**src/sv/ts_pcr_pkg.sv**
```systemverilog
package ts_pcr_pkg;

  // field widths
  localparam int PID_W      = 13;
  localparam int CFG_PID_W  = 14;
  localparam int PPP_W      = 7;
  localparam int BASE_W     = 33;
  localparam int EXT_W      = 9;
  localparam int PCR_W      = 42;
  localparam int DIFF_W     = 45;
  localparam int SLOPE_W    = 24;  // slope never exceeds the 500 ms gap limit
  localparam int CNT_W      = 6;   // group counts up to 32
  localparam int PROD_W     = SLOPE_W + CNT_W;
  localparam int DUR_W      = 29;  // slope * 32 stays below 2^29
  localparam int NUM_W      = 34;  // duration * 32 stays below 2^34
  localparam int CLK_W      = 64;
  localparam int PEND_W     = 32;
  localparam int CFG_IDX_W  = 2;
  localparam int CFG_DATA_W = 14;

  localparam logic [CFG_PID_W-1:0] ANY_PID    = 14'd8192;
  localparam logic [CFG_PID_W-1:0] PID_RESET  = ANY_PID;
  localparam logic [PPP_W-1:0]     PPP_RESET  = 7'd7;
  localparam logic [PCR_W-1:0]     PCR_MUL    = 42'd300;
  localparam logic [DIFF_W-1:0]    GAP_LIMIT  = 45'd13500000;
  localparam logic [DIFF_W-1:0]    WRAP_SPAN  = 45'd2576980377600;
  localparam logic signed [PEND_W-1:0] PEND_MAX = 32'sh7FFF_FFFF;

  localparam logic OP_PACKET = 1'b0;
  localparam logic OP_END    = 1'b1;

  localparam logic [CFG_IDX_W-1:0] CFG_PCR_PID = 2'd0;
  localparam logic [CFG_IDX_W-1:0] CFG_PPP     = 2'd1;

  typedef enum logic [1:0] {
    KIND_STAMP     = 2'd0,
    KIND_SYNC_LOST = 2'd1,
    KIND_NO_PCR    = 2'd2
  } kind_t;

  typedef struct packed {
    logic              operation;
    logic              sync_ok;
    logic [PID_W-1:0]  pid;
    logic              has_pcr;
    logic [BASE_W-1:0] pcr_base;
    logic [EXT_W-1:0]  pcr_ext;
  } item_t;

  typedef struct packed {
    kind_t            kind;
    logic [CLK_W-1:0] timestamp;
    logic             last;
  } result_t;

  typedef struct packed {
    logic             start;
    logic [NUM_W-1:0] dividend;
    logic [CNT_W-1:0] divisor;
  } div_req_t;

  typedef struct packed {
    logic             done;
    logic [NUM_W-1:0] quotient;
  } div_rsp_t;

endpackage

```
**src/sv/ts_pcr_payload_timestamper_top.sv**
```systemverilog
// A plain packet only bumps the pending count; a selected PCR works out its slope
// and counts pending groups, or if it is the first PCR only records the backlog.
// Stamping PCR: groups are counted, then each stamp goes through the 34-step
// shared divider; the first one stamps the backlog first, with a scaled duration.
// End of stream: groups counted, duration scaled, each stamped; errors are direct.
// One item in flight. rst (sync, active high) loads defaults, clears stream and halt.
module ts_pcr_payload_timestamper_top #(
  parameter int MAX_PAYLOADS_PER_PCR = 32
) (
  input  logic                                 clk,
  input  logic                                 rst,
  input  logic                                 item_valid,
  output logic                                 item_stall,
  input  ts_pcr_pkg::item_t                    item,
  output logic                                 result_valid,
  input  logic                                 result_stall,
  output ts_pcr_pkg::result_t                  result,
  input  logic                                 cfg_wen,
  input  logic [ts_pcr_pkg::CFG_IDX_W-1:0]     cfg_index,
  input  logic [ts_pcr_pkg::CFG_DATA_W-1:0]    cfg_data
);
  import ts_pcr_pkg::*;

  typedef enum logic [3:0] {
    S_IDLE,
    S_DECODE,
    S_PCR_DIFF,
    S_PCR_SLOPE,
    S_COUNT,
    S_DUR_MUL,
    S_DUR_GO,
    S_DUR_WAIT,
    S_EMIT_STEP,
    S_EMIT_GO,
    S_EMIT_WAIT,
    S_EMIT_PUSH
  } state_t;

  // why groups are being counted
  typedef enum logic [1:0] {
    M_FIRST,   // first PCR: only record the backlog
    M_END,     // end of stream flush
    M_PCR      // regular PCR
  } mode_t;

  // what follows the current run of stamps
  typedef enum logic [1:0] {
    P_END,     // flush done, reset stream state
    P_FIRST,   // CBR backlog done, now stamp the current groups
    P_PCR      // current groups done
  } post_t;

  state_t state;
  mode_t  mode;
  post_t  post;

  // configuration
  logic [CFG_PID_W-1:0] pcr_pid;
  logic [PPP_W-1:0]     ppp;

  // stream state
  logic [PCR_W-1:0]         prev_pcr;
  logic                     pcr_valid;
  logic [SLOPE_W-1:0]       slope;
  logic signed [PEND_W-1:0] pending;
  logic                     first_out;
  logic [CNT_W-1:0]         prev_count;
  logic [CLK_W-1:0]         clock;
  logic                     halted;

  // per-item working registers
  item_t              itm;
  logic [PCR_W-1:0]   pcr;
  logic [DIFF_W-1:0]  diff_wrap;
  logic [DIFF_W-1:0]  diff;
  logic [CNT_W-1:0]   groups;
  logic [CNT_W-1:0]   mul_b;
  logic [CNT_W-1:0]   den;
  logic [PROD_W-1:0]  product;
  logic [DUR_W-1:0]   dur;
  logic [NUM_W-1:0]   acc;
  logic [CNT_W-1:0]   emit_n;
  logic [CNT_W-1:0]   emit_i;
  logic               emit_final;

  logic               out_free;
  logic               result_push;
  logic               pid_hit;
  logic               count_go;
  logic [PPP_W-1:0]   grp;
  logic [PCR_W-1:0]   pcr_calc;
  div_req_t           div_req;
  div_rsp_t           div_rsp;

  // one item in flight at a time; new transfers only while idle
  assign item_stall = (state != S_IDLE);
  // output register can take a new result this cycle
  assign out_free   = !result_valid || !result_stall;
  // a new result is loaded into the output register this cycle
  assign result_push = out_free &&
                       ((state == S_EMIT_PUSH) ||
                        ((state == S_DECODE) && (itm.operation == OP_END) && (slope == '0)) ||
                        ((state == S_DECODE) && (itm.operation != OP_END) && !itm.sync_ok));

  // packets_per_payload of zero behaves as one
  assign grp      = (ppp == '0) ? PPP_W'(1) : ppp;
  assign pid_hit  = (pcr_pid == ANY_PID) || (pcr_pid == {1'b0, itm.pid});
  assign pcr_calc = PCR_W'(itm.pcr_base) * PCR_MUL + PCR_W'(itm.pcr_ext);

  // ceil(pending / grp) by repeated subtraction; the leftover is what
  // take-groups would leave behind, including the saturated case
  assign count_go = (pending > 32'sd0) && (groups < CNT_W'(MAX_PAYLOADS_PER_PCR));

  // shared divider: duration scaling and every interpolated stamp
  assign div_req.start    = (state == S_DUR_GO) || (state == S_EMIT_GO);
  assign div_req.dividend = (state == S_EMIT_GO) ? acc : NUM_W'(product);
  assign div_req.divisor  = (state == S_EMIT_GO) ? emit_n : den;

  ts_pcr_div u_div (
    .clk (clk),
    .rst (rst),
    .req (div_req),
    .rsp (div_rsp)
  );

  always_ff @(posedge clk) begin
    if (rst) begin
      state        <= S_IDLE;
      result_valid <= 1'b0;
      pcr_pid      <= PID_RESET;
      ppp          <= PPP_RESET;
      pcr_valid    <= 1'b0;
      prev_pcr     <= '0;
      slope        <= '0;
      pending      <= '0;
      first_out    <= 1'b1;
      prev_count   <= '0;
      clock        <= '0;
      halted       <= 1'b0;
    end else begin
      if (cfg_wen) begin
        case (cfg_index)
          CFG_PCR_PID: pcr_pid <= cfg_data;
          CFG_PPP:     ppp     <= cfg_data[PPP_W-1:0];
          default: ;
        endcase
      end

      if (result_valid && !result_stall && !result_push) begin
        result_valid <= 1'b0;
      end

      case (state)
        S_IDLE: begin
          if (item_valid) begin
            itm   <= item;
            // once halted, items are taken and dropped
            state <= halted ? S_IDLE : S_DECODE;
          end
        end

        S_DECODE: begin
          if (itm.operation == OP_END) begin
            if (slope == '0) begin
              // never saw two PCRs: report and drop the stream
              if (out_free) begin
                result_valid <= 1'b1;
                result       <= '{kind: KIND_NO_PCR, timestamp: '0, last: 1'b1};
                pcr_valid    <= 1'b0;
                prev_pcr     <= '0;
                slope        <= '0;
                pending      <= '0;
                first_out    <= 1'b1;
                prev_count   <= '0;
                clock        <= '0;
                state        <= S_IDLE;
              end
            end else begin
              groups <= '0;
              mode   <= M_END;
              state  <= S_COUNT;
            end
          end else if (!itm.sync_ok) begin
            if (out_free) begin
              result_valid <= 1'b1;
              result       <= '{kind: KIND_SYNC_LOST, timestamp: '0, last: 1'b1};
              halted       <= 1'b1;
              state        <= S_IDLE;
            end
          end else begin
            if (pending != PEND_MAX) begin
              pending <= pending + 32'sd1;
            end
            pcr   <= pcr_calc;
            state <= (pid_hit && itm.has_pcr) ? S_PCR_DIFF : S_IDLE;
          end
        end

        S_PCR_DIFF: begin
          if (!pcr_valid) begin
            // first PCR: record it and count the backlog
            prev_pcr  <= pcr;
            pcr_valid <= 1'b1;
            groups    <= '0;
            mode      <= M_FIRST;
            state     <= S_COUNT;
          end else begin
            diff_wrap <= WRAP_SPAN + DIFF_W'(pcr) - DIFF_W'(prev_pcr);
            diff      <= DIFF_W'(pcr) - DIFF_W'(prev_pcr);
            state     <= S_PCR_SLOPE;
          end
        end

        S_PCR_SLOPE: begin
          if (!diff_wrap[DIFF_W-1] && (diff_wrap < GAP_LIMIT)) begin
            // PCR wrapped past 2^33 * 300
            slope <= diff_wrap[SLOPE_W-1:0];
          end else if (!(diff[DIFF_W-1] || (diff == '0) || (diff > GAP_LIMIT))) begin
            slope <= diff[SLOPE_W-1:0];
          end
          // otherwise a discontinuity: the old slope stays
          prev_pcr <= pcr;
          if (pending > 32'sd0) begin
            groups <= '0;
            mode   <= M_PCR;
            state  <= S_COUNT;
          end else begin
            state <= S_IDLE;
          end
        end

        S_COUNT: begin
          if (count_go) begin
            pending <= pending - PEND_W'(grp);
            groups  <= groups + CNT_W'(1);
          end else begin
            case (mode)
              M_FIRST: begin
                prev_count <= groups;
                state      <= S_IDLE;
              end
              M_END: begin
                if (prev_count == '0) begin
                  dur        <= '0;
                  emit_n     <= groups;
                  emit_i     <= '0;
                  acc        <= '0;
                  emit_final <= 1'b1;
                  post       <= P_END;
                  state      <= S_EMIT_STEP;
                end else begin
                  // flush duration = slope * groups / prev_count
                  mul_b <= groups;
                  den   <= prev_count;
                  state <= S_DUR_MUL;
                end
              end
              M_PCR: begin
                if (first_out) begin
                  // backlog duration = slope * prev_count / groups
                  mul_b <= prev_count;
                  den   <= groups;
                  state <= S_DUR_MUL;
                end else begin
                  dur        <= DUR_W'(slope);
                  emit_n     <= groups;
                  emit_i     <= '0;
                  acc        <= '0;
                  emit_final <= 1'b1;
                  post       <= P_PCR;
                  state      <= S_EMIT_STEP;
                end
              end
              default: state <= S_IDLE;
            endcase
          end
        end

        S_DUR_MUL: begin
          product <= PROD_W'(slope) * PROD_W'(mul_b);
          state   <= S_DUR_GO;
        end

        S_DUR_GO: begin
          state <= S_DUR_WAIT;
        end

        S_DUR_WAIT: begin
          if (div_rsp.done) begin
            dur    <= div_rsp.quotient[DUR_W-1:0];
            emit_i <= '0;
            acc    <= '0;
            if (mode == M_END) begin
              emit_n     <= groups;
              emit_final <= 1'b1;
              post       <= P_END;
            end else begin
              emit_n     <= prev_count;
              emit_final <= 1'b0;
              post       <= P_FIRST;
            end
            state <= S_EMIT_STEP;
          end
        end

        S_EMIT_STEP: begin
          if (emit_i == emit_n) begin
            // run finished (or empty): clock moves by the whole duration, or resets at end
            case (post)
              P_END: begin
                pcr_valid  <= 1'b0;
                prev_pcr   <= '0;
                slope      <= '0;
                pending    <= '0;
                first_out  <= 1'b1;
                prev_count <= '0;
                clock      <= '0;
                state      <= S_IDLE;
              end
              P_FIRST: begin
                clock      <= clock + CLK_W'(dur);
                first_out  <= 1'b0;
                dur        <= DUR_W'(slope);
                emit_n     <= groups;
                emit_i     <= '0;
                acc        <= '0;
                emit_final <= 1'b1;
                post       <= P_PCR;
              end
              P_PCR: begin
                clock      <= clock + CLK_W'(dur);
                prev_count <= groups;
                state      <= S_IDLE;
              end
              default: state <= S_IDLE;
            endcase
          end else begin
            // acc tracks dur * i without a multiplier
            acc    <= acc + NUM_W'(dur);
            emit_i <= emit_i + CNT_W'(1);
            state  <= S_EMIT_GO;
          end
        end

        S_EMIT_GO: begin
          state <= S_EMIT_WAIT;
        end

        S_EMIT_WAIT: begin
          if (div_rsp.done) begin
            state <= S_EMIT_PUSH;
          end
        end

        S_EMIT_PUSH: begin
          // quotient holds in the divider until its next start
          if (out_free) begin
            result_valid <= 1'b1;
            result       <= '{kind:      KIND_STAMP,
                              timestamp: clock + CLK_W'(div_rsp.quotient),
                              last:      emit_final && (emit_i == emit_n)};
            state        <= S_EMIT_STEP;
          end
        end

        default: state <= S_IDLE;
      endcase
    end
  end

endmodule

```
**src/sv/ts_pcr_div.sv**
```systemverilog
module ts_pcr_div (
  input  logic                 clk,
  input  logic                 rst,
  input  ts_pcr_pkg::div_req_t req,
  output ts_pcr_pkg::div_rsp_t rsp
);
  import ts_pcr_pkg::*;

  localparam int STEP_W = $clog2(NUM_W + 1);

  logic              busy;
  logic              done;
  logic [STEP_W-1:0] steps;
  logic [CNT_W-1:0]  rem;
  logic [CNT_W-1:0]  den;
  logic [NUM_W-1:0]  quo;
  logic [CNT_W:0]    shifted;
  logic [CNT_W:0]    trial;

  // restoring division, one quotient bit per cycle
  assign shifted = {rem, quo[NUM_W-1]};
  assign trial   = shifted - {1'b0, den};

  always_ff @(posedge clk) begin
    if (rst) begin
      busy <= 1'b0;
      done <= 1'b0;
    end else begin
      done <= 1'b0;
      if (req.start) begin
        busy  <= 1'b1;
        steps <= STEP_W'(NUM_W);
        rem   <= '0;
        den   <= req.divisor;
        quo   <= req.dividend;
      end else if (busy) begin
        if (shifted >= {1'b0, den}) begin
          rem <= trial[CNT_W-1:0];
          quo <= {quo[NUM_W-2:0], 1'b1};
        end else begin
          rem <= shifted[CNT_W-1:0];
          quo <= {quo[NUM_W-2:0], 1'b0};
        end
        steps <= steps - STEP_W'(1);
        if (steps == STEP_W'(1)) begin
          busy <= 1'b0;
          done <= 1'b1;
        end
      end
    end
  end

  assign rsp.done     = done;
  assign rsp.quotient = quo;

endmodule

```
**config.mk**
```make
export PLATFORM = sky130hd
export DESIGN_NAME = ts_pcr_payload_timestamper_top
export DESIGN_NICKNAME = d
export VERILOG_FILES = /design/src/sv/ts_pcr_pkg.sv /design/src/sv/ts_pcr_payload_timestamper_top.sv /design/src/sv/ts_pcr_div.sv
export SDC_FILE = /design/constraint.sdc
export NUM_CORES = 2
export LEC_CHECK = 0
export BUFFER_PORTS_ARGS = -buffer_cell sky130_fd_sc_hd__buf_2
export CELL_PAD_IN_SITES_DETAIL_PLACEMENT = 0
export CELL_PAD_IN_SITES_GLOBAL_PLACEMENT = 2
export CORE_MARGIN = 1
export CORE_UTILIZATION = 41
export DETAILED_ROUTE_END_ITERATION = 12
export PLACE_DENSITY = 0.82
export SYNTH_ARGS = -nofsm -noshare
export SYNTH_HDL_FRONTEND = slang
export SYNTH_SLANG_ARGS = --single-unit
```
**constraint.sdc**
```tcl
create_clock -name clk -period 10.5 [get_ports clk]
set_input_delay 0.525 -clock clk [delete_from_list [all_inputs] [get_ports clk]]
set_output_delay 0.525 -clock clk [all_outputs]
set_load 0.05 [all_outputs]
```
==> results.json <==
{
  "outcome": "completed",
  "synthTopCellsByCount": "554 x nand2_1, 491 x inv_1, 432 x edfxtp_1",
  "grt_pass1_vias": 34498,
  "synth.avg_cell_area_sq_um": 9.359,
  "rows": 121,
  "ys_ff_latch": 631,
  "dr.pass1.iters": 7,
  "cts_buffers": 79,
  "grt_max_degree": 86,
  "yosysTopAreaCell": "edfxtp_1",
  "fmax_mhz": 179.6,
  "finClkSkew_ns": 0.03155,
  "synthArstFlopShare_pct": 0,
  "power_w": 0.007353,
  "worstSetupStartpointType": "flip-flop",
  "p_per_area_nw_per_um2": 145.3,
  "drc_errors": 0,
  "hpwlAfterDp_mm": 88.61,
  "drtIter0Drc": 1965,
  "stdcell_area_sq_um": 50590,
  "hp-class": "input port to flip-flop",
  "io_buffers": 147,
  "synth.most_common_cell": "nand2_1",
  "setup_viol": 0,
  "max-slew-margin-rel_pct": 20.44,
  "clkSinkCount": 631,
  "wl_mm": 116.6,
  "fillers": 10629,
  "die_area_sq_um": 112600,
  "clock_latency_ns": 0.66,
  "num_io_pins": 148,
  "drive_gt1_share_pct": 8.670,
  "root_buffer": "clkbuf_16",
  "synth_ff_type": "edfxtp_1",
  "die_w_um": 335.5,
  "drv_cap": 0,
  "rsz0062_at_grt": "no",
  "ys_seq_area_share_pct": 37.18,
  "n_antenna_cell": 0,
  "clock_path_buffers": 3,
  "ir_worst_vdd_mv": 0.1298,
  "place_ws_ns": 4.856,
  "yosysWarnings": 0,
  "grt_pass1_wl_mm": 188.1,
  "cts_tree": "done",
  "synth_edf_count": 432,
  "place_area_sq_um": 47890,
  "place_congestion": 0.8400,
  "arrival_ns": 5.96,
  "final_hold_viol_count": 0,
  "route.antenna.remaining_nets": 0,
  "grt_use_total_pct": 20.85,
  "grt-ovfl-total": 0,
  "vias": 34392,
  "htreeDepth": 3,
  "crit_fanout": 6,
  "fin_ws_ns": 4.933,
  "wl_per_cell_um": 17.92,
  "yosysUniqueCellTypes": 114,
  "antenna_found_initial": 1,
  "synth_area_sq_um": 45610,
  "synth_top_cell_area_share_pct": 28.44,
  "tns_ns": 0,
  "start_util_pct": 41.61,
  "tightest_slew_ns": 1.178,
  "maxSlewViolCount": 0,
  "critPathRequiredTime_ns": 10.90,
  "syn_to_final_growth_pct": 10.92,
  "nets": 5593,
  "core_area_sq_um": 109600,
  "leakagePower_nw": 20.50,
  "syn_inst": 4873,
  "die_y_um": 335.5,
  "period_needed_ns": 5.567,
  "viasPerCell": 5.287,
  "synth.area.top_cells": "edfxtp_1 28%, ha_1 9.9%, dfxtp_1 8.7%, fa_1 8.4%, nand2_1 4.6%",
  "synth_nets": 5504,
  "worstSetupEndpointType": "flip-flop",
  "crit_type": "flip-flop to flip-flop",
  "post_cts_resized": 0,
  "period_share_pct": 53.01,
  "cts.clk_slew.worst_paths_ns": 0.06,
  "postCtsSetupRepairBufs": 0
}
==> power by group <==
| group | internal [W] | total, W | switching [W] | leakage (nW) |
|---|---|---|---|---|
| Clock | 0.00162 | 0.00277 | 0.00114 | 1.27 |
| Sequential | 0.00274 | 0.00278 | 0.0000343 | 5.56 |
| Combinational | 0.000680 | 0.00181 | 0.00113 | 13.7 |
==> critical path, stage by stage (launching register included) <==
cell      delay [ns]
edfxtp_1        0.48
ha_1            0.34
ha_1            0.30
fa_1            0.54
inv_1           0.05
fa_1            0.50
inv_1           0.04
ha_1            0.36
a21oi_1         0.32
o21ai_1         0.14
a211oi_1        0.30
nand3b_1        0.13
a211o_2         0.39
a211oi_2        0.24
xor2_1          0.14
or4_4           0.57
nor2b_2         0.21
nand2_1         0.09
xor2_1          0.16
==> final cells by class <==
| type | count | area, sq um | area share, % |
|---|---|---|---|
| multi-input cells | 3570 | 26220 | 51.83 |
| well taps | 1476 | 1847 | 3.651 |
| clock inverters | 43 | 436.7 | 0.8632 |
| clock buffers | 105 | 2217 | 4.383 |
| repair buffers | 189 | 1067 | 2.110 |
| flip-flops and latches | 631 | 16960 | 33.52 |
| inverters | 491 | 1843 | 3.643 |
==> state kept, by name (all words and copies together) (netlist names), 7 cells and up <==
signal / flops
pcr_pid: 14
u_div.quo: 34
acc: 34
diff_wrap: 44
pending: 32
clock: 64
ppp: 7
dur: 29
result: 67
diff: 41
pcr: 42
slope: 24
product: 30
prev_pcr: 42
itm: 58
==> layer usage <==
metal | vias up | track usage (%) | wire length, um | share of wire (%)
met5 | - | 0 | 0 | 0
met1 | 16476 | 26.30 | 51570 | 44
met4 | 0 | 5.664 | 2950 | 2.5
met2 | 589 | 37.34 | 58150 | 50
met3 | 157 | 2.437 | 3921 | 3.4
li1 | 17170 | - | - | -
==> logic make-up after synthesis <==
group | Yosys count | synth area share (%)
simple gates | 1577 | 16.49
compound gates | 1050 | 14.63
buf+inv | 672 | 5.630
flops | 631 | 37.18
fa+ha+maj | 552 | 18.29
xor+xnor | 330 | 6.370
mux | 61 | 1.410
==> path summary, 6_finish.rpt <==
| path | start | end | slack, ns | cells after the start |
|---|---|---|---|---|
| worst max-delay path | itm[16] | pcr[34] | 4.93 | 18 |
| worst min register to register | itm[1] | pcr[1] | 0.42 | 0 |
| worst max register to register | itm[16] | pcr[34] | 4.93 | 18 |
| worst min-delay path | item[37] | itm[37] | 0.05 | 1 |
==> cell usage in the layout, fill, tap and decap left out, drive strengths merged, types with 13 or more instances in the layout <==
cell / n
and2: 50
nor2b: 43
ha: 361
fa: 191
nand3b: 17
a21o: 86
a211oi: 41
a31oi: 34
o211ai: 20
nand4: 66
nand3: 130
mux2i: 35
o21ai: 269
clkbuf: 105
inv: 497
a21oi: 341
nor3: 84
and3: 44
dfxtp: 199
nand2: 554
or4: 13
edfxtp: 432
clkinv: 22
o21bai: 41
nor4: 46
mux2: 26
nand2b: 60
buf: 185
nor2: 388
or3: 36
xnor2: 187
a22oi: 28
a22o: 26
xor2: 143
o21a: 30
or2: 14
==> per-stage QoR <==
stage	hold slack (ns)	instances	util (%)
CTS	0.0005387	6505	46.15
global placement	0.4112	6353	43.70
finish	0.05326	6505	46.15
global route	0.01509	6505	46.15
detailed placement	0.4110	6353	43.70
floorplan	0.4003	4873	-
==> timing repair <==
action / 4_1_cts / 5_1_grt
setup endpoints to repair: 0 / 0
hold buffers: 4 / 0
hold endpoints to repair: 4 / 0
No activity file was read; power rests on OpenSTA's default activity.
